[config.mk]
export PLATFORM = sky130hd
export DESIGN_NAME = lrgd_divider
export DESIGN_NICKNAME = d
export VERILOG_FILES = /design/src/sv/lrgd_divider.sv
export SDC_FILE = /design/constraint.sdc
export NUM_CORES = 1
export LEC_CHECK = 0
export ABC_AREA = 1
export CAP_MARGIN = 20
export CORE_ASPECT_RATIO = 1.4
export CORE_MARGIN = 2
export CORE_UTILIZATION = 60
export DETAILED_ROUTE_END_ITERATION = 10
export DONT_BUFFER_PORTS = 1
export HOLD_SLACK_MARGIN = 0.15
export PLACE_DENSITY = 0.76
export SKIP_CTS_REPAIR_TIMING = 1
export SYNTH_ARGS = -nofsm -noshare
export SYNTH_HDL_FRONTEND = slang
export SYNTH_SLANG_ARGS = --single-unit
[constraint.sdc]
create_clock -name clk_i -period 5.8 [get_ports clk_i]
set_input_delay 0.29 -clock clk_i [delete_from_list [all_inputs] [get_ports clk_i]]
set_output_delay 0.29 -clock clk_i [all_outputs]
set_load 0.005 [all_outputs]
[src/sv/lrgd_divider.sv]
`default_nettype none
// ----------------------------------------------------------------------------
// lrgd_divider
// Restoring signed divider, one quotient bit per cycle, truncates toward zero.
// ----------------------------------------------------------------------------
module lrgd_divider (
  input  wire                clk_i,
  input  wire                rst_ni,
  input  wire                start_i,
  input  wire  signed [63:0] num_i,
  input  wire         [16:0] den_i,
  output logic               done_o,
  output logic signed [63:0] quot_o
);
  logic [63:0] quo_q, quo_d;
  logic [16:0] den_q;
  logic        neg_q;
  logic [6:0]  cnt_q;
  logic        busy_q;
  logic [17:0] part;
  logic [16:0] acc_q, acc_d;

  // acc holds the partial remainder while quo shifts in bits
  always_comb begin
    part  = {acc_q, quo_q[63]};
    quo_d = {quo_q[62:0], 1'b0};
    if (part >= {1'b0, den_q}) begin
      acc_d    = 17'(part - {1'b0, den_q});
      quo_d[0] = 1'b1;
    end else begin
      acc_d = part[16:0];
    end
  end

  always_ff @(posedge clk_i or negedge rst_ni) begin
    if (!rst_ni) begin
      busy_q <= 1'b0;
      done_o <= 1'b0;
      cnt_q  <= '0;
    end else begin
      done_o <= busy_q && !start_i && (cnt_q == 7'd1);
      if (start_i) begin
        busy_q <= 1'b1;
        cnt_q  <= 7'd64;
        neg_q  <= num_i[63];
        quo_q  <= num_i[63] ? 64'(-num_i) : 64'(num_i);
        acc_q  <= '0;
        den_q  <= den_i;
      end else if (busy_q) begin
        quo_q <= quo_d;
        acc_q <= acc_d;
        cnt_q <= cnt_q - 7'd1;
        if (cnt_q == 7'd1) busy_q <= 1'b0;
      end
    end
  end

  assign quot_o = neg_q ? -$signed(quo_q) : $signed(quo_q);
endmodule
`default_nettype wire

==> flow_metrics.py <==
metrics = {
    "run_status": {
        "outcome": "finished clean",
    },
    "global_route": {
        "grt_max_degree": 69,
        "antenna_found_initial": 0,
        "grt.overflow.total": 0,
        "gr-usage-all-layers_pct": 36.2,
        "grt_pass1_vias": 10200,
        "grt_pass1_wl_um": 51400,
    },
    "floorplan": {
        "initial_core_util_pct": 61.4,
        "core_um2": 16800,
        "io_pins": 149,
        "rows": 56,
        "die_x_um": 115,
        "design.die.area_um2": 18300,
        "fp.dieH_um": 159,
    },
    "flow_run": {
        "cap_violations": 0,
    },
    "setup_path": {
        "cp_data_required_time_ns": 5.51,
        "critical_path_class": "flip-flop to output pin",
        "crit_fanout": 4,
        "end_kind": "output pin",
        "cp.arrival_ns": 2.73,
        "crit_family": "simple AND/OR/NAND/NOR gates",
        "path_common_cell": "nand2_1",
        "slowest_delay_ns": 0.61,
        "crit_slowest_cell": "nor3_1",
        "crit_path_start_kind": "flip-flop",
        "crit_path_cell_trace": "nor2_1 -> nand2_1 -> nor2_1 -> nand2_1 -> nor3_1 -> nand3_1 -> nand2_1 -> nand2_1 -> o21ai_0",
        "worst-path-buf-inv": 0,
    },
    "detailed_routing": {
        "first_pass_iters": 6,
        "wl_per_cell_um": 18.1,
        "ant_nets": 0,
        "viasPerCell": 5.75,
        "drt-total-wl_um": 33500,
        "drcViolationCount": 0,
        "vias": 10600,
        "drt_iter0_drc": 818,
    },
    "power_and_ir_drop": {
        "power.leakage_nw": 4.89,
        "p_per_area_nw_per_um2": 243,
        "ir_drop_v": 0.000160,
    },
    "timing": {
        "finalSetupViolations": 0,
        "max_freq_mhz": 331,
        "timing.final.ws_setup_ns": 2.78,
        "post-route-period-util_pct": 52.1,
        "worstMarginPinSlew_ns": 0.840,
        "hold_violations": 0,
        "setup_tns_ns": 0,
        "skew_ns": 0.0101,
        "drv_slew": 0,
        "period_minus_slack_ns": 3.02,
        "rsz0062_at_grt": "no",
        "slew_headroom_pct": 44.0,
    },
    "synth": {
        "syn-num-nets": 1744,
        "syn_avg_cell_area_um2": 6.31,
        "synthArstFlopShare_pct": 8.33,
        "netlist_area_um2": 10300,
        "synth-edff-count": 99,
        "synth_cell_type_count": 42,
        "synth_flop_cell": "edfxtp_1",
        "synth_seq_cells": 108,
        "syn_inst": 1638,
        "synth_seq_area_share_pct": 31.0,
        "yosysWarnings": 0,
    },
    "layout": {
        "final_cell_mix": "564 x nand2_1, 263 x nor2_1, 177 x inv_1",
        "antenna_cells": 0,
        "multi_input_area_um2": 6280,
        "regArea_um2": 3200,
        "layout_commonest_cell": "nand2_1",
        "fin_nets": 1746,
        "num-fill-cells": 1649,
        "drive_gt1_share_pct": 4.44,
        "area_growth_pct": 6.90,
    },
    "clocking": {
        "path_clk_slew_ns": 0.08,
        "tritoncts.num_buffers": 9,
        "clk_latency_ns": 0.36,
        "h-tree-depth": 3,
        "cts-root-buf": "clkbuf_16",
        "cts_tree": "yes",
        "cts_sinks": 108,
        "ctsLongestPathBuffers": 2,
    },
    "place": {
        "pre_cts_ws_ns": 2.69,
        "dp_hpwl_um": 26700,
        "place_congestion": 1.01,
        "portBuffers": 0,
    },
    "hold_path": {
        "hold_path.class": "primary input to flip-flop",
    },
}
## cells by family after synthesis
logic type                 count (synthesis)  share of synthesized area [%]
buffers and inverters                    219                           8.36
AOI/OAI and AO/OA                        132                           6.94
and+or+nand+nor                         1079                           44.4
DFF                                      108                           31.0
xor gates and xnor gates                  78                           6.61
adders and majority gates                 22                           2.74
## power by group
group	total (W)	switching (W)	internal [W]	leakage, nW
clock network	0.000707	0.000316	0.000391	0.166
registers	0.00108	0.000100	0.000984	1.09
logic	0.000898	0.000593	0.000305	3.64
total	0.00269	0.00101	0.00168	4.89
## final cells by class
class / instances / share of cell area, %
clock buffers: 9 / 2.04
clock inverters: 7 / 1.03
inverters: 182 / 6.19
multi-input cells: 1311 / 56.8
flip-flops and latches: 108 / 29.0
well taps: 203 / 2.30
repair buffers: 28 / 2.65
## synthesized netlist by cell type, types with 4 or more instances
library cell  number  area share, %
a31oi_1           10           0.61
o21ai_0           79            3.8
nand3b_1          19            1.4
nand2_2            8           0.48
nor3_1            12           0.58
edfxtp_1          99             29
o21ai_2            5           0.42
nand3_2           11            1.1
buf_2             11           0.53
clkbuf_1          16           0.58
xor2_1            56            4.7
nor2_1           264            9.6
a21oi_1           25            1.2
dfrtp_1            9            2.2
inv_1            177            6.4
xnor2_1           22            1.9
nand4_1           28            1.7
ha_1              21            2.5
o21ai_1            4           0.19
nor2_2            11           0.67
nand3_1          148            7.2
nand2_1          564             20
buf_1              6           0.22
## state kept, by name (all words and copies together), names as in the netlist
signal,cells
neg_q,1
quo_q,64
done_o,1
den_q,17
cnt_q,7
acc_q,17
busy_q,1
## metal layers
| metal | up-vias | track usage (%) | part of all wire (%) |
|---|---|---|---|
| li1 | 5265 | - | - |
| met1 | 4787 | 40.9 | 37 |
| met2 | 460 | 64.4 | 50 |
| met3 | 112 | 4.23 | 6.1 |
| met4 | 0 | 21.0 | 6.6 |
| met5 | - | 0 | 0 |
## worst register-to-register path: cells and delay by family, from the launching register on
kind                     cells  cell delay, ns
AO/OA/AOI/OAI                1            0.08
adder cells (fa/ha/maj)      2            0.62
buffers and inverters        2            0.28
flip-flops                   1            0.36
AND/OR/NAND/NOR              5            0.94
## metrics by stage
step	cells	power, W	hold WS (ns)	util, %	instance area, um^2
finish	1848	0.00269	0.168	65.7	11000
CTS	1826	0.00266	-0.393	64.2	10800
global placement	1809	0.00194	-0.00504	62.1	10400
floorplan	1638	0.00176	-0.00559	-	10300
detailed placement	1810	0.00196	-0.00500	62.2	10500
global route	1848	0.00284	0.158	65.7	11000
## path summary, 6_finish.rpt
kind / startpoint / to / slack, ns / depth (start not counted)
setup / recovery: quo_q[16] / quot_o[56] / 2.78 / 9
hold / removal: start_i / quo_q[6] / 0.17 / 1
setup reg to reg: quo_q[63] / quo_q[0] / 3.28 / 10
hold reg to reg: cnt_q[3] / cnt_q[3] / 0.50 / 1
max in group asynchronous: rst_ni / cnt_q[0] / 5.27 / 2
min in group asynchronous: rst_ni / cnt_q[4] / 0.36 / 2
Power figures use the tool's default switching activity.
